### config.mk
export PLATFORM = sky130hd
export DESIGN_NAME = hdc_queue
export DESIGN_NICKNAME = d
export VERILOG_FILES = /design/src/sv/hdc_pkg.sv /design/src/sv/hdc_queue.sv
export SDC_FILE = /design/constraint.sdc
export NUM_CORES = 1
export LEC_CHECK = 0
export CORE_AREA = 4 4 166 168
export DETAILED_ROUTE_END_ITERATION = 8
export DIE_AREA = 0 0 170 172
export DONT_BUFFER_PORTS = 1
export GPL_ROUTABILITY_DRIVEN = 0
export PLACE_DENSITY = 0.61
export SLEW_MARGIN = 15
export SYNTH_ARGS = -nofsm -noshare
export SYNTH_HDL_FRONTEND = slang
export SYNTH_SLANG_ARGS = --single-unit
### constraint.sdc
create_clock -name clk -period 5.05 [get_ports clk]
set_input_delay 0.505 -clock clk [delete_from_list [all_inputs] [get_ports clk]]
set_output_delay 0.505 -clock clk [all_outputs]
set_load 0.05 [all_outputs]
### src/sv/hdc_pkg.sv
// ============================================================================
// hdc_pkg - shared types and constants for the homophonic digit codec
// Field widths, operation and result codes, the command queue entry and the
// clamped configuration bundle passed from the front end to the back end.
// ============================================================================
package hdc_pkg;

  localparam int MAX_DIGITS   = 8;
  localparam int MAX_VARIANTS = 16;
  localparam int DIGIT_ROWS   = 10;
  localparam int ENTRIES      = DIGIT_ROWS * MAX_VARIANTS;
  localparam int ADDR_W       = $clog2(ENTRIES);

  // Field widths
  localparam int OP_W   = 2;
  localparam int DIG_W  = 4;
  localparam int VAR_W  = 4;
  localparam int BYTE_W = 8;
  localparam int NUM_W  = 27;
  localparam int CHO_W  = 32;
  localparam int KIND_W = 2;

  // Configuration register widths
  localparam int DCFG_W     = 4;
  localparam int LCFG_W     = 5;
  localparam int CFG_IDX_W  = 1;
  localparam int CFG_DATA_W = 5;

  // Stream payload widths, rounded up to whole bytes
  localparam int IN_FIELDS_W  = DIG_W + VAR_W + BYTE_W + NUM_W + CHO_W;
  localparam int IN_DATA_W    = ((IN_FIELDS_W + 7) / 8) * 8;
  localparam int OUT_FIELDS_W = BYTE_W + NUM_W;
  localparam int OUT_DATA_W   = ((OUT_FIELDS_W + 7) / 8) * 8;

  // Digit counters
  localparam int CNT_W = $clog2(MAX_DIGITS);
  localparam int POS_W = 4;

  // Command queue
  localparam int QUEUE_DEPTH = 4;
  localparam int QPTR_W      = $clog2(QUEUE_DEPTH);
  localparam int QCNT_W      = $clog2(QUEUE_DEPTH + 1);

  // Division by ten through a reciprocal, exact for any 27-bit dividend
  localparam logic [31:0] RECIP_TEN   = 32'hCCCC_CCCD;
  localparam int          RECIP_SHIFT = 35;

  localparam logic [OP_W-1:0] OP_WRITE  = 2'd0;
  localparam logic [OP_W-1:0] OP_ENCODE = 2'd1;
  localparam logic [OP_W-1:0] OP_DECODE = 2'd2;

  localparam logic [KIND_W-1:0] KIND_BYTE   = 2'd0;
  localparam logic [KIND_W-1:0] KIND_NUMBER = 2'd1;
  localparam logic [KIND_W-1:0] KIND_ERROR  = 2'd2;

  localparam logic [CFG_IDX_W-1:0] CFG_DIGITS  = 1'b0;
  localparam logic [CFG_IDX_W-1:0] CFG_LETTERS = 1'b1;

  typedef enum logic [1:0] {
    CMD_WRITE,
    CMD_ENCODE,
    CMD_REJECT,
    CMD_DECODE
  } cmd_t;

  typedef struct packed {
    cmd_t              cmd;
    logic [DIG_W-1:0]  digit;
    logic [VAR_W-1:0]  variant;
    logic [BYTE_W-1:0] data_byte;
    logic [NUM_W-1:0]  number;
    logic [CHO_W-1:0]  choices;
  } qent_t;

  typedef struct packed {
    logic [DCFG_W-1:0] digits;   // 1..MAX_DIGITS
    logic [LCFG_W-1:0] letters;  // 1..MAX_VARIANTS
  } cfg_t;

endpackage

### src/sv/hdc_queue.sv
// ============================================================================
// hdc_queue - command queue between front end and back end
// Short first-in first-out buffer of classified commands.
// ============================================================================
module hdc_queue (
  input  logic           clk,
  input  logic           rst_n,
  input  logic           push,
  input  hdc_pkg::qent_t push_ent,
  input  logic           pop,
  output logic           full,
  output logic           valid,
  output hdc_pkg::qent_t head
);
  import hdc_pkg::*;

  qent_t              mem_r [QUEUE_DEPTH];
  logic [QPTR_W-1:0]  wr_ptr_r, wr_ptr_nxt;
  logic [QPTR_W-1:0]  rd_ptr_r, rd_ptr_nxt;
  logic [QCNT_W-1:0]  count_r, count_nxt;

  assign full  = (count_r == QCNT_W'(QUEUE_DEPTH));
  assign valid = (count_r != '0);
  assign head  = mem_r[rd_ptr_r];

  always_comb begin
    wr_ptr_nxt = wr_ptr_r;
    rd_ptr_nxt = rd_ptr_r;
    count_nxt  = count_r;
    if (push) begin
      wr_ptr_nxt = (wr_ptr_r == QPTR_W'(QUEUE_DEPTH-1)) ? '0 : wr_ptr_r + 1'b1;
    end
    if (pop) begin
      rd_ptr_nxt = (rd_ptr_r == QPTR_W'(QUEUE_DEPTH-1)) ? '0 : rd_ptr_r + 1'b1;
    end
    unique case ({push, pop})
      2'b10:   count_nxt = count_r + 1'b1;
      2'b01:   count_nxt = count_r - 1'b1;
      default: count_nxt = count_r;
    endcase
  end

  always_ff @(posedge clk) begin
    if (!rst_n) begin
      wr_ptr_r <= '0;
      rd_ptr_r <= '0;
      count_r  <= '0;
    end else begin
      wr_ptr_r <= wr_ptr_nxt;
      rd_ptr_r <= rd_ptr_nxt;
      count_r  <= count_nxt;
    end
  end

  always_ff @(posedge clk) begin
    if (push) mem_r[wr_ptr_r] <= push_ent;
  end

endmodule

Word level (Yosys, flattened, before mapping). Memories as Yosys holds them, arrays and structs flattened. A register that Yosys moved wholly into a read port is not among the register bits. Index checks and enable logic that the tools add are counted.

Flip-flop bits (word level): 7. Memory bits (writable): 308. Input bits: 81. Output and inout port bits: 79. Logic and storage cells: 22. Memories kept: 1.

Memory list: mem_r (depth 4, width 77, rd ports 1, clocked after Yosys merged registers in 1, wr ports 1, RTL line hdc_queue.sv:17) `qent_t mem_r [QUEUE_DEPTH];`.

Add/sub/neg operators: 4. Eq/ne operators: 5. Mux-type cells: 7. Reductions and logical operators: 2.

Operators with widths (count): $mux 2 (4); $eq 2x2->1 const B (3); $pmux 3 s2 (1); $add 2x1->2 const B (2); $add 3x1->3 const B (1); $eq 3x3->1 const B (1); $reduce_bool 3->1 (1); $sub 3x1->3 const B (1); $eq 2x1->1 const B (1); $mux 1 (2); $reduce_bool 2->1 (1).

Logic depth before layout (Yosys ltp).
Depth in word-level cells: 4. Mapped depth: 6. Mapped depth without buffers: 6.

Worst setup path after synthesis. OpenSTA, ideal clock, no wires.

Path type: reg-to-reg. From: reg wr_ptr_r[0]. To: mem mem_r[3][0] (netlist bit), enable pin. Library setup time: 0.443 ns. Data arrival time: 2.345 ns. Required time: 4.607 ns. Slack: 2.261 ns. Cell stages (with the launch flop): 3. Buffers on the path: 0. Clock period less this slack: 2.789 ns. Cells stage by stage: dfxtp_1 -> ha_1 -> and2_1.

RTL lines: start, declared (RTL line hdc_queue.sv:18) `logic [QPTR_W-1:0] wr_ptr_r, wr_ptr_nxt;`; start signal, assigned (RTL line hdc_queue.sv:49) `wr_ptr_r <= wr_ptr_nxt;`; end, declared (RTL line hdc_queue.sv:17).

No word-level cell before the write port.

==> metrics.txt <==
IO Port Bufs 0; clk buf depth 3; P_leak 3.96 nW; reg2reg start wr_ptr_r[1]; crit path max fanout 77; Clock transition at path regs 0.06 ns; R2R cell count 4; diode count 0; syn nets 534; worst path cell trace buf_12 > mux4_2; DRC viols 0; Final setup viols 0; gr usage total 13.7%; Tcrit/Tclk final between 50 and 60%; Worst-Skew Late Latency around 0.56 ns; setup bufs post-CTS 0; row cnt a little under 60; H-Tree Depth 1; HP Start push_ent[36]; grt total ovfl 0; post-synth top area share roughly four fifths; hold buffer count at CTS 0; fin. max-slew vios 0; First-pass DRT Iterations 4; fin crit period 2.75 ns; TritonCTS Sinks about 320; Hold Path End mem_r[1][36]; Nets 555; flops & latches, synth 317; DR iter-0 viols 369; FMAX approximately 360 MHz; DR vias 4551; CP arrival 2.24 ns; Pwr Density 446 mW/mm²; Die Ht 172 µm; WP buf/inv 1; worst relative slew slack between 40% and 50%; initial antenna violation count 0; Critical Path RT 4.55 ns; crit path kind flop to output port; drt total wl 20.3 mm; design area 0.0129 mm²; Syn Inst Count roughly 450; CTS tree yes; Clock Skew 0.0147 ns; CTS Root Cell clkbuf_16; CP top delay family multiplexers; Synth Cell Area 0.0116 mm²; EDFF count, synth a little over 300; post-synthesis cell type count 21; Setup TNS Final 0 ns; share of post-route cells with drive strength above 1 27.2%; Hold Path Depth 0; R2R setup slack between 2 and 3 ns; Ys Warns 0; outcome complete, no violations; post-CTS sizing 0; Top Ports 160; Die Wd roughly 170 µm; crit-path max cell delay 0.77 ns; die area 0.0292 mm²; leading post-synthesis cells by cell area edfxtp_1 (80%), mux4_2 (15%), dfxtp_1 (1.6%), buf_12 (0.69%), ha_1 (0.65%); worst vdd ir between 0.0003 and 0.0004 V; antenna viol nets, final 0; dpl cell area between 0.01 and 0.015 mm²; endpoints failing hold 0; Core Region between 0.02 and 0.03 mm²; first-pass GRT wire length 30.5 mm; largest net degree at the start of global routing 78; top-count cell post-synth edfxtp_1; slowest stage cell, crit path mux4_2; total CTS buffers 31; HP Class input port to flop; asr flop ratio synth 0%; Setup crit end kind output port; Synth top cells by count edfxtp_1 (308), mux4_2 (77), dfxtp_1 (9); Initial Utilization ~45%; Worst Max-Slew Pin Slew 0.834 ns; syn avg cell area approximately 26 µm²; Layout area overhead 11.2%; fillers 2010; max-cap viol count 0; post-synthesis sequential area ratio about four fifths; Most used DFF post-synth edfxtp_1; RSZ-0062 raised after global routing false; vias in the first global route around 5000; critical path launch point type flop; vias per inst roughly 5.5; Routed WL per cell 24.6 µm; Reg-to-Reg End mem_r[1][37]; cell taking the most area after synthesis edfxtp_1
## kinds of logic (layout without fill, tap and decap cells)
kind of cell	after synthesis	after routing	share of synthesized area, %
xor+xnor	2	2	0.151
simple gates	15	15	0.841
buf+inv	21	64	1.49
fa+ha+maj	7	7	0.820
mux	80	80	15.2
compound gates	4	4	0.216
flops	317	317	81.3
## state kept, by name (all words and copies together), names as in the netlist, named ones only
| register | cells |
|---|---|
| wr_ptr_r | 2 |
| count_r | 3 |
| mem_r | 308 |
| rd_ptr_r | 2 |
## how the worst max path moves through the flow
stage                start          end  slack, ns  depth (start not counted)
6_report              flop     head[62]       2.30                          2
5_1_grt               flop     head[62]       2.16                          2
4_1_cts               flop     head[70]       2.09                          1
3_5_place_dp          flop     head[70]       2.69                          1
3_3_place_gp          flop     head[70]       2.73                          1
2_1_floorplan  wr_ptr_r[0]  mem_r[3][0]       2.26                          2
## final cells by class
type                    count  area (µm²)  area share [%]
flip-flops and latches    317        9440            73.1
clock inverters            17         145            1.12
clock buffers              38         802            6.21
inverters                   3        11.3          0.0873
multi-input cells         108        2010            15.6
well taps                 335         419            3.25
repair buffers              6        77.6           0.601
## through the flow
step           std cells  setup slack (ns)  util [%]  hold WS, ns  power (mW)
3_5_place_dp         768              2.69      46.0        0.517        3.70
2_1_floorplan        446              2.26         -        0.467        3.62
6_report             824              2.30      49.8       0.0386        5.76
3_3_place_gp         768              2.73      46.0        0.502        3.69
4_1_cts              823              2.09      49.7      0.00903        5.83
5_1_grt              824              2.16      49.8       0.0110        5.97
## report_power, final
part           switching [mW]  leakage [nW]  internal, mW  total (mW)
combinational           0.449         0.597         0.143       0.593
clock                   0.905         0.459          1.22        2.13
sequential             0.0356          2.90          3.00        3.04
total                    1.39          3.96          4.37        5.76
## metal layers
layer,GRT usage (%),vias up,wire length (µm)
li1,-,1954,-
met1,16.3,2420,7640
met2,23.6,147,10300
met3,5.35,30,1920
met4,3.44,0,459
met5,0,-,0
## layout by cell type, fill, tap and decap left out, drive strengths merged, types with 4 or more instances in the layout
cell,Yosys,routed
ha,6,6
buf,14,6
clkbuf,4,38
dfxtp,9,9
inv,3,4
nor2b,5,5
mux4,77,77
clkinv,0,12
and2,5,5
edfxtp,308,308
Note: power is estimated with default switching activity, not from simulation.
