## config.mk

```make
export PLATFORM = sky130hd
export DESIGN_NAME = hdc_front
export DESIGN_NICKNAME = d
export VERILOG_FILES = /design/src/sv/hdc_pkg.sv /design/src/sv/hdc_front.sv
export SDC_FILE = /design/constraint.sdc
export NUM_CORES = 1
export LEC_CHECK = 0
export ABC_AREA = 1
export BUFFER_PORTS_ARGS = -buffer_cell sky130_fd_sc_hd__buf_2
export CAP_MARGIN = 10
export CELL_PAD_IN_SITES_DETAIL_PLACEMENT = 2
export CELL_PAD_IN_SITES_GLOBAL_PLACEMENT = 2
export CORE_ASPECT_RATIO = 0.9
export CORE_UTILIZATION = 20
export DETAILED_ROUTE_END_ITERATION = 6
export PLACE_DENSITY = 0.81
export RECOVER_POWER = 25
export SKIP_CTS_REPAIR_TIMING = 1
export SLEW_MARGIN = 25
export SYNTH_ARGS = -nofsm -noshare
export SYNTH_HDL_FRONTEND = slang
export SYNTH_SLANG_ARGS = --single-unit
```

## constraint.sdc

```tcl
create_clock -name clk -period 4 [get_ports clk]
set_input_delay 1.2 -clock clk [delete_from_list [all_inputs] [get_ports clk]]
set_output_delay 1.2 -clock clk [all_outputs]
set_load 0.01 [all_outputs]
```

## src/sv/hdc_pkg.sv

```systemverilog
// ============================================================================
// hdc_pkg - shared types and constants for the homophonic digit codec
// Field widths, operation and result codes, the command queue entry and the
// clamped configuration bundle passed from the front end to the back end.
// ============================================================================
package hdc_pkg;

  localparam int MAX_DIGITS   = 8;
  localparam int MAX_VARIANTS = 16;
  localparam int DIGIT_ROWS   = 10;
  localparam int ENTRIES      = DIGIT_ROWS * MAX_VARIANTS;
  localparam int ADDR_W       = $clog2(ENTRIES);

  // Field widths
  localparam int OP_W   = 2;
  localparam int DIG_W  = 4;
  localparam int VAR_W  = 4;
  localparam int BYTE_W = 8;
  localparam int NUM_W  = 27;
  localparam int CHO_W  = 32;
  localparam int KIND_W = 2;

  // Configuration register widths
  localparam int DCFG_W     = 4;
  localparam int LCFG_W     = 5;
  localparam int CFG_IDX_W  = 1;
  localparam int CFG_DATA_W = 5;

  // Stream payload widths, rounded up to whole bytes
  localparam int IN_FIELDS_W  = DIG_W + VAR_W + BYTE_W + NUM_W + CHO_W;
  localparam int IN_DATA_W    = ((IN_FIELDS_W + 7) / 8) * 8;
  localparam int OUT_FIELDS_W = BYTE_W + NUM_W;
  localparam int OUT_DATA_W   = ((OUT_FIELDS_W + 7) / 8) * 8;

  // Digit counters
  localparam int CNT_W = $clog2(MAX_DIGITS);
  localparam int POS_W = 4;

  // Command queue
  localparam int QUEUE_DEPTH = 4;
  localparam int QPTR_W      = $clog2(QUEUE_DEPTH);
  localparam int QCNT_W      = $clog2(QUEUE_DEPTH + 1);

  // Division by ten through a reciprocal, exact for any 27-bit dividend
  localparam logic [31:0] RECIP_TEN   = 32'hCCCC_CCCD;
  localparam int          RECIP_SHIFT = 35;

  localparam logic [OP_W-1:0] OP_WRITE  = 2'd0;
  localparam logic [OP_W-1:0] OP_ENCODE = 2'd1;
  localparam logic [OP_W-1:0] OP_DECODE = 2'd2;

  localparam logic [KIND_W-1:0] KIND_BYTE   = 2'd0;
  localparam logic [KIND_W-1:0] KIND_NUMBER = 2'd1;
  localparam logic [KIND_W-1:0] KIND_ERROR  = 2'd2;

  localparam logic [CFG_IDX_W-1:0] CFG_DIGITS  = 1'b0;
  localparam logic [CFG_IDX_W-1:0] CFG_LETTERS = 1'b1;

  typedef enum logic [1:0] {
    CMD_WRITE,
    CMD_ENCODE,
    CMD_REJECT,
    CMD_DECODE
  } cmd_t;

  typedef struct packed {
    cmd_t              cmd;
    logic [DIG_W-1:0]  digit;
    logic [VAR_W-1:0]  variant;
    logic [BYTE_W-1:0] data_byte;
    logic [NUM_W-1:0]  number;
    logic [CHO_W-1:0]  choices;
  } qent_t;

  typedef struct packed {
    logic [DCFG_W-1:0] digits;   // 1..MAX_DIGITS
    logic [LCFG_W-1:0] letters;  // 1..MAX_VARIANTS
  } cfg_t;

endpackage

```

## src/sv/hdc_front.sv

```systemverilog
// ============================================================================
// hdc_front - input acceptance, classification and configuration
// Holds the configuration registers, checks each input transaction against
// them and pushes a classified command into the queue.
// ============================================================================
module hdc_front (
  input  logic                             clk,
  input  logic                             rst_n,
  input  logic                             cfg_we,
  input  logic [hdc_pkg::CFG_IDX_W-1:0]    cfg_index,
  input  logic [hdc_pkg::CFG_DATA_W-1:0]   cfg_wdata,
  input  logic                             in_tvalid,
  output logic                             in_tready,
  input  logic [hdc_pkg::IN_DATA_W-1:0]    in_tdata,
  input  logic [hdc_pkg::OP_W-1:0]         in_tuser,
  input  logic                             q_full,
  output logic                             q_push,
  output hdc_pkg::qent_t                   q_ent,
  output hdc_pkg::cfg_t                    cfg
);
  import hdc_pkg::*;

  logic [DCFG_W-1:0] digits_r, digits_nxt;
  logic [LCFG_W-1:0] letters_r, letters_nxt;
  logic [DCFG_W-1:0] dcount;
  logic [LCFG_W-1:0] lcount;
  logic              accept;
  logic              too_big;
  logic              slice_bad;
  logic [VAR_W-1:0]  slice;
  logic [NUM_W-1:0]  pow_lim;
  cmd_t              cmd;

  always_comb begin
    digits_nxt  = digits_r;
    letters_nxt = letters_r;
    if (cfg_we) begin
      unique case (cfg_index)
        CFG_DIGITS:  digits_nxt  = cfg_wdata[DCFG_W-1:0];
        CFG_LETTERS: letters_nxt = cfg_wdata[LCFG_W-1:0];
        default: ;
      endcase
    end
  end

  always_ff @(posedge clk) begin
    if (!rst_n) begin
      digits_r  <= DCFG_W'(1);
      letters_r <= LCFG_W'(1);
    end else begin
      digits_r  <= digits_nxt;
      letters_r <= letters_nxt;
    end
  end

  // Clamp to the supported ranges
  always_comb begin
    if (digits_r == '0)                        dcount = DCFG_W'(1);
    else if (digits_r > DCFG_W'(MAX_DIGITS))   dcount = DCFG_W'(MAX_DIGITS);
    else                                       dcount = digits_r;
    if (letters_r == '0)                       lcount = LCFG_W'(1);
    else if (letters_r > LCFG_W'(MAX_VARIANTS)) lcount = LCFG_W'(MAX_VARIANTS);
    else                                       lcount = letters_r;
  end

  assign cfg.digits  = dcount;
  assign cfg.letters = lcount;

  assign in_tready = !q_full;
  assign accept    = in_tvalid && in_tready;

  // Unpack the payload
  assign q_ent.digit     = in_tdata[DIG_W-1:0];
  assign q_ent.variant   = in_tdata[DIG_W +: VAR_W];
  assign q_ent.data_byte = in_tdata[DIG_W+VAR_W +: BYTE_W];
  assign q_ent.number    = in_tdata[DIG_W+VAR_W+BYTE_W +: NUM_W];
  assign q_ent.choices   = in_tdata[DIG_W+VAR_W+BYTE_W+NUM_W +: CHO_W];
  assign q_ent.cmd       = cmd;

  // Smallest number that no longer fits in the digits in use
  always_comb begin
    unique case (dcount)
      4'd1:    pow_lim = 27'd10;
      4'd2:    pow_lim = 27'd100;
      4'd3:    pow_lim = 27'd1000;
      4'd4:    pow_lim = 27'd10000;
      4'd5:    pow_lim = 27'd100000;
      4'd6:    pow_lim = 27'd1000000;
      4'd7:    pow_lim = 27'd10000000;
      default: pow_lim = 27'd100000000;
    endcase
  end

  assign too_big = (q_ent.number >= pow_lim);

  // Any variant slice in use that points past the letters in use
  always_comb begin
    slice_bad = 1'b0;
    slice     = '0;
    for (int i = 0; i < MAX_DIGITS; i++) begin
      slice = q_ent.choices[VAR_W*i +: VAR_W];
      if ((i < int'(dcount)) && ({1'b0, slice} >= lcount)) slice_bad = 1'b1;
    end
  end

  // Classify; drop writes off the table and unknown operations
  always_comb begin
    q_push = 1'b0;
    cmd    = CMD_WRITE;
    unique case (in_tuser)
      OP_WRITE: begin
        cmd    = CMD_WRITE;
        q_push = accept && (q_ent.digit < DIG_W'(DIGIT_ROWS))
                 && ({1'b0, q_ent.variant} < (VAR_W+1)'(MAX_VARIANTS));
      end
      OP_ENCODE: begin
        cmd    = (too_big || slice_bad) ? CMD_REJECT : CMD_ENCODE;
        q_push = accept;
      end
      OP_DECODE: begin
        cmd    = CMD_DECODE;
        q_push = accept;
      end
      default: q_push = 1'b0;
    endcase
  end

endmodule

```

Word level (Yosys, flattened, before mapping)
Cells that the tools add are included.

Register bits: 9. Bits in latches: 0. Bits in writable memories: 0. ROM bits: 0. Output and inout bits: 88. Logic and storage cells: 66. Memories kept: 0.

Add/subtract/negate cells: 0. Multipliers: 0. Div/mod/pow operators: 0. Magnitude comparators: 20. Equality and inequality tests: 9. Shifts and indexed selects: 0. Mux-type cells: 16. Bitwise operators: 1. Reduce and logical (&&, ||, !) cells: 18.

Operator list (count): 27-bit one-hot mux with 7 select lines (1); 4-bit by 5-bit greater-or-equal comparator with 1-bit output (8); 27-bit greater-or-equal comparator (1); 4-bit by 3-bit equality test with 1-bit output, second input constant (4); 3-bit by 4-bit less-than comparator with 1-bit output, first input constant (4); 1-bit logical AND (10); 5-bit 2-to-1 mux (2); 4-bit by 2-bit equality test with 1-bit output, second input constant (2); 1-bit by 4-bit less-than comparator with 1-bit output, first input constant (2); 2-bit by 4-bit less-than comparator with 1-bit output, first input constant (2); 1-bit 2-to-1 mux (8); 4-bit 2-to-1 mux (2); 5-bit > comparator, second input constant (1); 5-bit logical NOT (1); 4-bit by 1-bit equality test with 1-bit output, second input constant (1); 4-bit > comparator, second input constant (1); 4-bit logical NOT (1); 4-bit less-than comparator, second input constant (1); 2-bit one-hot mux with 2 select lines (1); 2-bit AND reduction (2); 2-bit by 1-bit equality test with 1-bit output, second input constant (1); 2-bit equality test, second input constant (1); 2-bit logical NOT (1); 2-bit 2-to-1 mux (1); 5 further kinds (5).

Longest topological paths before layout
Gate-level depths: netlist of run 1.

Depth after elaboration: 16. Depth in mapped cells: 22. Depth with buffers taken out: 22.

Least setup slack after synthesis of run 1
Ideal clock, no wire load.

Path type: in2out. From: input port in_tdata[34] (netlist name). To: output port q_ent[76] (netlist name). Arrival time: 2399 ps. Data required time: 2800 ps. Path slack: 401 ps. Stages on the path: 13. Path buffers: 0. Cells stage by stage: ha_1 -> nand2_1 -> nor2_1 -> nand3_1 -> nor2_1 -> nand2_1 -> nand3_1 -> nor2_1 -> nand2_1 -> nor2_2 -> nand2_1 -> nand2_1 -> a21oi_1.

RTL lines: start, declared (line hdc_front.sv:14) `input logic [hdc_pkg::IN_DATA_W-1:0] in_tdata,`; end, declared (line hdc_front.sv:18) `output hdc_pkg::qent_t q_ent,`.

==> results_dict.tcl, run 1 <==
set metrics [dict create \
    status "finished clean" \
    cts_tree "built" \
    synth-seq-cells 9 \
    hold_class "flip-flop to flip-flop" \
    final.setup.worst_slack_ns 0.01566 \
    fin_tns_setup_ns 0 \
    cts_buffer_depth 2 \
    path_class "primary input to output pin" \
    syn-num-nets 573 \
    rsz0062_at_grt "yes" \
    vias_per_cell 4.266 \
    wirelength_mm 9.423 \
    synth_area_sq_um 2691 \
    initial_core_util_pct 20.89 \
    path_max_fanout 2 \
    synthXorXnorAreaFrac_pct 0 \
    fp.dieW_microns 124.3 \
    synth_simple_gate_area_share_pct 22.55 \
    worst_setup_path_end_kind "output pin" \
    path_clk_slew_ns 0.04 \
    drt_iter0_markers 44 \
    syn-mean-instance-area_sq_um 6.408 \
    grt_max_degree 11 \
    hpwl_mm 8.376 \
    worst_ep_required_time_ns 2.80 \
    place_area_sq_um 3113 \
    drt.antenna.violating_nets 0 \
    ir_drop_mv 0.1278 \
    portBuffers 149 \
    setup_viol 0 \
    wl_per_cell_microns 14.09 \
    diodes 0 \
    antenna_found_initial 1 \
    worstSkewPairLatency_ns 0.23 \
    yosysSeqAreaShare_pct 6.695 \
    netlist_instances 420 \
    maxCapViolCount 0 \
    first_global_vias 3062 \
    worst_ep_arrival_time_ns 2.78 \
    cp-start-kind "primary input" \
    vias 2854 \
    gp_congestion 0.7272 \
    die-area_sq_um 13930 \
    fmax_mhz 251.0 \
    drt_pass1_iterations 2 \
    fin_area_sq_um 3603 \
    place_ws_ns -0.06258 \
    die_h_microns 112.1 \
    synth-adder-area-share_pct 27.89 \
    overflow 0 \
    fin_skew_ns 0 \
    ctsHtreeMaxLevel 1 \
    synth_top_family_by_area "buffers and inverters" \
    p_leak_nw 1.948 \
    timing_hold_violations_final 0 \
    power_density_nw_per_um2 199.9 \
    post-route-period-util_pct 99.61 \
    row_count 39 \
    cts_num_sinks 9 \
    fin_nets 659 \
    grt_usage_pct 12.53 \
    finalMaxSlewViolations 0 \
    numCtsBuffers 3 \
    grt_pass1_wl_mm 14.30 \
    final_layout_size_suffix_gt1_share_pct 46.34 \
    layout_min_cycle_time_ns 3.984 \
    core-area_sq_um 12880 \
    synth_top_area_cell "ha_1" \
    synth_area_leaders "ha_1 (28%), buf_4 (21%), nand2_1 (13%)" \
    max_slew.worst_pin.slew_ns 0.4131 \
    cts_root_buf "clkbuf_16" \
    io_pins 181 \
    relSlewSlack_pct 72.43 \
    synth.mux.area_fraction_pct 0 \
    area_growth_pct 33.89 \
    ys.warnings.count 0 \
    synth_compound_area_share_pct 10.09 \
    netlist-cell-type-count 26 \
    drc_errors 0 \
    yosysTopAreaCellShare_pct 27.89 \
]
## per-layer routing
layer	global-route usage (%)	up-vias	wire [microns]
li1	-	1415	-
met2	24.38	85	5048
met5	0	-	0
met4	1.687	0	67
met1	14.42	1344	3812
met3	2.240	10	495
## layout make-up
cell class / instances / area, sq um
flip-flops and latches: 9 / 186.4
clock buffers: 4 / 78.83
inverters: 78 / 297.8
well taps: 164 / 205.2
repair buffers: 160 / 832.0
multi-input cells: 254 / 2003
fillers: 1581 / 9279
## where the power goes
| group | leakage (nW) | switching (mW) | internal (mW) |
|---|---|---|---|
| registers | 0.0757 | 0.00714 | 0.0964 |
| logic | 1.83 | 0.251 | 0.189 |
| clock network | 0.0382 | 0.0440 | 0.133 |
## synthesized netlist by cell type
master and count:
nor2_4 3, o21bai_1 1, nand3_1 6, dfxtp_1 9
o211ai_1 2, o21ai_2 1, inv_2 3, o22ai_1 1
a21boi_0 1, nor2_1 30, inv_1 75, o21ai_0 16
nand4_1 5, nor2_2 1, nor3_1 2, ha_1 60
buf_4 76, nand3b_1 2, clkbuf_1 2, a21oi_1 26
a21oi_2 1, nand2_1 92, nand3_2 1, a21o_1 1
buf_6 1, nand2_2 2
## critical path: stages
cell	delay, ns
buf_2	0.12
ha_4	0.23
inv_1	0.05
nor2_1	0.05
a21boi_1	0.15
nand3_1	0.13
nand2_1	0.09
nand2_1	0.08
nor2_2	0.12
nand2_2	0.07
nor2_4	0.13
nand3_2	0.08
a21oi_2	0.14
buf_2	0.14
## cells in the final DEF (no fill, tap or decap), types with 2 or more instances in the layout
cell type,instances
a21oi_1,21
a21oi_2,5
buf_2,143
buf_4,11
clkbuf_1,6
clkbuf_16,3
dfxtp_1,6
dfxtp_2,2
ha_1,42
ha_4,18
inv_1,68
inv_2,8
inv_4,2
nand2_1,78
nand2_2,15
nand3_1,3
nand3_2,4
nand3b_1,2
nand4_1,5
nor2_1,18
nor2_2,9
nor2_4,7
nor3_1,2
o211ai_1,2
o21ai_0,12
o21ai_1,3
## state kept, by name, indices dropped and copies added (netlist names)
signal	count
letters_r	5
digits_r	4
## per-stage QoR
step / hold slack (ns) / util [%] / total power, mW / cells
finish: 0.4752 / 27.97 / 0.7204 / 669
global route: 0.4980 / 27.97 / 0.7907 / 669
CTS: 0.4767 / 24.78 / 0.6623 / 666
detailed placement: 0.4679 / 24.16 / 0.4830 / 662
global placement: 0.4655 / 24.16 / 0.4506 / 662
floorplan: 0.4460 / - / 0.3695 / 420
## cells by family (layout without fill, tap and decap cells)
group           count (synthesis)  count (layout)
flops                           9               9
simple gates                  144             144
fa+ha+maj                      60              60
compound gates                 50              50
buf+inv                       157             242
## final timing paths
kind,endpoint,slack [ns],start,cells after the start
setup / recovery,q_ent[75],0.02,in_tdata[54],14
hold / removal,letters_r[0],0.48,letters_r[0],2
setup reg to reg,letters_r[4],3.00,letters_r[4],3
hold reg to reg,letters_r[0],0.48,letters_r[0],2
No activity file was read; power rests on OpenSTA's default activity.
==> run 2, diff against run 1 <==
Settings changed: BUFFER_PORTS_ARGS -buffer_cell sky130_fd_sc_hd__buf_2 to -buffer_cell sky130_fd_sc_hd__clkbuf_2.
Clock period 4 ns to 3.7 ns, I/O delays scaled along.
==> results_dict.tcl, run 2 (same netlist as run 1, synthesis figures left out) <==
set metrics [dict create \
    vias_per_cell 4.260 \
    fillers 1582 \
    violations "setup timing" \
    final.setup.worst_slack_ns -0.09285 \
    hpwl_mm 8.449 \
    post-route-period-util_pct 102.5 \
    status "complete, but fails checks" \
    ir_drop_mv 0.1479 \
    relSlewSlack_pct 77.02 \
    min_from "letters_r[1]" \
    multi_input_area_sq_um 1932 \
    setup_viol 2 \
    io_pins 181 \
    hold_class "flip-flop to flip-flop" \
    layout_min_cycle_time_ns 3.793 \
    vias 2897 \
    r2r_start "letters_r[4]" \
    layout_commonest_cell "clkbuf_2" \
    diodes 0 \
    final_cell_mix "clkbuf_2 (139), nand2_1 (80), inv_1 (63)" \
    rsz0062_at_grt "yes" \
    drt_iter0_markers 76 \
    numCtsBuffers 3 \
    area.sequential_sq_um 186.4 \
    cts_tree "built" \
    worst_ep_required_time_ns 2.59 \
    startpoint "letters_r[3]" \
    antenna_found_initial 0 \
    worst_setup_path_end_kind "output pin" \
    reg.largest.list "letters_r: 5 flops, digits_r: 4 flops" \
    area_growth_pct 34.68 \
    hold_end "letters_r[1]" \
    grt_max_degree 11 \
    cts_buffer_depth 2 \
    r2r_end "letters_r[4]" \
    holdPathStages 2 \
    cts_root_buf "clkbuf_16" \
    fmax_mhz 263.7 \
    top_register "letters_r" \
    initial_core_util_pct 20.89 \
    p_leak_nw 2.041 \
    utilization_pct 28.14 \
    drc_errors 0 \
    ctsHtreeMaxLevel 1 \
    core-area_sq_um 12880 \
    wirelength_mm 9.649 \
    fin_tns_setup_ns -0.1828 \
    die_h_microns 112.1 \
    final_layout_size_suffix_gt1_share_pct 48.06 \
    path_class "flip-flop to output pin" \
    first_global_vias 3153 \
    timing_hold_violations_final 0 \
    fin_skew_ns 0 \
    drt_pass1_iterations 4 \
    power_density_nw_per_um2 217.8 \
    grt_pass1_wl_mm 15.06 \
    path_max_fanout 5 \
    cp-start-kind "flip-flop" \
    worst_ep_arrival_time_ns 2.68 \
    maxCapViolCount 0 \
    largest_reg_flops 5 \
    portBuffers 149 \
    fp.dieW_microns 124.3 \
    overflow 0 \
    reg2reg_depth 3 \
    fin_nets 670 \
    wl_per_cell_microns 14.19 \
    worstSkewPairLatency_ns 0.24 \
    gp_congestion 0.7133 \
    row_count 39 \
    finalMaxSlewViolations 0 \
    grt_usage_pct 13.35 \
    cts_num_sinks 9 \
    max_slew.worst_pin.slew_ns 0.3438 \
    drt.antenna.violating_nets 0 \
    die-area_sq_um 13930 \
    path_clk_slew_ns 0.04 \
    rrSetupSlack_ns 2.76 \
]
==> run 2: area by class of cell <==
type | instances | share of cell area (%)
Sequential cell | 9 | 5.143
Inverter | 78 | 8.077
Timing Repair Buffer | 171 | 25.65
Multi-Input combinational cell | 254 | 53.30
Clock buffer | 4 | 2.175
Tap cell | 164 | 5.661
==> run 2: critical path, stage by stage, from the launching register on <==
cell and delay, ns:
dfxtp_1 0.30, inv_1 0.10, nand4_1 0.18, a21oi_2 0.24
inv_2 0.10, buf_4 0.18, ha_1 0.30, a21oi_1 0.14
o21ai_0 0.12, a21oi_1 0.18, o22ai_2 0.12, nor2_4 0.11
nand3_2 0.08, a21oi_2 0.15, buf_2 0.14
==> run 2: how the worst max path moves through the flow <==
stage | to | slack, ns | cells after the start
floorplan | q_ent[76] | 0.28 | 13
global placement | q_ent[75] | -0.10 | 16
detailed placement | q_ent[76] | -0.20 | 15
CTS | q_ent[76] | -0.26 | 15
global route | q_ent[75] | -0.27 | 20
finish | q_ent[75] | -0.09 | 14
==> run 2: power by group <==
part | total (mW) | switching (mW) | leakage (nW) | internal, mW
clock | 0.197 | 0.0522 | 0.0382 | 0.144
combinational | 0.480 | 0.271 | 1.93 | 0.208
sequential | 0.113 | 0.00821 | 0.0754 | 0.105
total | 0.789 | 0.332 | 2.04 | 0.458
==> run 2: metrics by stage <==
| step | worst slack [ns] | instances | power, mW | hold slack, ns | instance area, sq um |
|---|---|---|---|---|---|
| after floorplan | 0.2807 | 420 | 0.3994 | 0.4460 | 2691 |
| after global placement | -0.1026 | 670 | 0.4972 | 0.4642 | 3173 |
| after detailed placement | -0.1959 | 670 | 0.5320 | 0.4926 | 3173 |
| after CTS | -0.2641 | 674 | 0.7333 | 0.5035 | 3252 |
| after global routing | -0.2725 | 680 | 0.8690 | 0.5239 | 3625 |
| final | -0.09285 | 680 | 0.7894 | 0.4820 | 3625 |
==> run 2: per-layer routing <==
layer	vias to the layer above	routed length, microns	global-route usage, %
met5	-	0	0
met3	12	489	2.193
met1	1359	3881	14.71
li1	1440	-	-
met4	0	158	4.016
met2	86	5120	25.97
==> run 3, diff against run 2 <==
Settings changed: ABC_AREA 1 to unset, CORE_UTILIZATION 20 to 21, PLACE_DENSITY 0.81 to 0.83.
==> results_dict.tcl, run 3 <==
set metrics [dict create \
    row_count 37 \
    wirelength_mm 8.801 \
    ir_drop_mv 0.1503 \
    path_class "primary input to output pin" \
    die_h_microns 106.1 \
    diodes 0 \
    grt_max_degree 15 \
    hpwl_mm 7.964 \
    grt_usage_pct 13.61 \
    ctsHtreeMaxLevel 1 \
    drt_iter0_markers 55 \
    worstSkewPairLatency_ns 0.24 \
    path_clk_slew_ns 0.04 \
    power_density_nw_per_um2 205.5 \
    netlist_instances 332 \
    worst_ep_required_time_ns 2.59 \
    yosysTopAreaCellShare_pct 29.72 \
    core-area_sq_um 11570 \
    r2r_start "letters_r[4]" \
    cts_tree "built" \
    cts_root_buf "clkbuf_16" \
    reg2reg_depth 3 \
    setup_viol 2 \
    yosysMostFrequentCell "buf_4" \
    wl_per_cell_microns 15.23 \
    synth-seq-cells 9 \
    drt.antenna.violating_nets 0 \
    fin_area_sq_um 3217 \
    syn-mean-instance-area_sq_um 7.609 \
    synth_area_sq_um 2526 \
    die-area_sq_um 12470 \
    fp.dieW_microns 117.6 \
    whs_ns 0.4761 \
    worst_ep_arrival_time_ns 3.05 \
    fin_nets 576 \
    max_slew.worst_pin.slew_ns 0.4460 \
    drt_pass1_iterations 4 \
    largest_reg_flops 5 \
    io_pins 181 \
    layout_commonest_cell "clkbuf_2" \
    hold_class "flip-flop to flip-flop" \
    utilization_pct 27.79 \
    cp-start-kind "primary input" \
    reg.largest.list "letters_r: 5 flops, digits_r: 4 flops" \
    maxCapViolCount 0 \
    cts_buffer_depth 2 \
    first_global_vias 2768 \
    violations "setup timing" \
    status "complete, but fails checks" \
    worst_setup_path_end_kind "output pin" \
    holdPathStages 2 \
    fillers 1390 \
    rsz0062_at_grt "yes" \
    synth_edf_count 0 \
    netlist-cell-type-count 43 \
    yosysSeqAreaShare_pct 7.132 \
    ys_async_sr_fraction_pct 0 \
    cts_num_sinks 9 \
    synth_top_area_cell "ha_1" \
    grt_pass1_wl_mm 13.74 \
    layout_min_cycle_time_ns 4.155 \
    p_leak_nw 1.668 \
    post-route-period-util_pct 112.3 \
    area_growth_pct 27.34 \
    synth_area_leaders "ha_1 (30%), buf_4 (23%), dfxtp_1 (7.1%)" \
    finalMaxSlewViolations 0 \
    vias 2578 \
    final_cell_mix "clkbuf_2 (144), ha_1 (57), nor2_1 (26)" \
    portBuffers 149 \
    place_area_sq_um 3050 \
    synthTopCellsByCount "buf_4 (76), ha_1 (60), nor2_1 (26), inv_1 (22)" \
    syn-num-nets 485 \
    yosys_most_used_dff "dfxtp_1" \
    fmax_mhz 240.7 \
    power_mw 0.6609 \
    drc_errors 0 \
    path_max_fanout 2 \
    rrSetupSlack_ns 2.74 \
    top_register "letters_r" \
    final_layout_size_suffix_gt1_share_pct 45.26 \
    min_from "letters_r[0]" \
    hold_end "letters_r[0]" \
    r2r_end "letters_r[4]" \
    timing_hold_violations_final 0 \
    overflow 0 \
    gp_congestion 0.7045 \
    relSlewSlack_pct 70.26 \
    fin_skew_ns 0 \
    final.setup.worst_slack_ns -0.4553 \
    vias_per_cell 4.460 \
    ys.warnings.count 0 \
    numCtsBuffers 3 \
    initial_core_util_pct 21.83 \
    antenna_found_initial 0 \
]
run 3: cell count changes after synthesis, moves of 5 or more:
cell / change
o21ai_0: -5
nand2_1: -73
inv_1: -53
a21oi_1: -7
nor2b_1: +7
a31oi_1: +5
nand2b_1: +8
run 3: cell type report:
cell class                      instances  area [sq um]  area share (%)
Inverter                               23         86.33           2.684
Sequential cell                         9         180.2           5.601
Multi-Input combinational cell        215          1735           53.95
Tap cell                              156         195.2           6.068
Clock buffer                            4         78.83           2.450
Timing Repair Buffer                  171         940.9           29.25
run 3: layer usage:
metal  wire length, microns  part of all wire [%]  track usage (%)  vias to the layer above
li1                       -                     -                -                     1271
met1                   3671                    42            15.83                     1210
met3                    337                   3.8            1.448                       14
met5                      0                     0                0                        -
met4                    112                   1.3            3.755                        0
met2                   4680                    53            26.13                       83
run 3: worst max-delay path by stage:
| stage | from | to | cells after the start |
|---|---|---|---|
| after CTS | in_tdata[40] | q_ent[75] | 10 |
| after floorplan | in_tdata[40] | q_ent[75] | 7 |
| after detailed placement | in_tdata[40] | q_ent[75] | 10 |
| after global placement | in_tdata[40] | q_ent[75] | 10 |
| after global routing | digits_r[3] | q_ent[75] | 11 |
| final | in_tdata[55] | q_ent[75] | 11 |
run 3: report_power, final:
group	total, mW	leakage [nW]	internal (mW)	switching, mW
sequential	0.109	0.0738	0.102	0.00639
combinational	0.359	1.56	0.167	0.192
clock	0.193	0.0382	0.144	0.0489
total	0.661	1.67	0.413	0.248
run 3: kinds of logic (layout without fill, tap and decap cells):
family / after synthesis / in the layout / share of synthesized area [%]
multiplexers: 3 / 3 / 1.189
buffers and inverters: 108 / 198 / 27.74
XOR/XNOR: 1 / 1 / 0.3468
AO/OA/AOI/OAI: 64 / 64 / 16.39
flip-flops: 9 / 9 / 7.132
adder cells (fa/ha/maj): 60 / 60 / 29.72
AND/OR/NAND/NOR: 87 / 87 / 17.48
run 3: critical path, stage by stage:
cell and delay (ns):
buf_6 0.08, inv_2 0.03, ha_1 0.26, nand2b_4 0.13, a211o_1 0.28, a221oi_2 0.29
a311oi_2 0.16, nor4_2 0.25, buf_4 0.18, a32o_2 0.18, buf_6 0.10
run 3: stage by stage:
step	setup TNS (ns)	instances	setup WS [ns]
2_1_floorplan	-0.02268	332	-0.02268
3_3_place_gp	-1.046	574	-0.5580
3_5_place_dp	-1.059	574	-0.5657
4_1_cts	-1.078	578	-0.5759
5_1_grt	-1.096	578	-0.5885
6_report	-0.8519	578	-0.4553
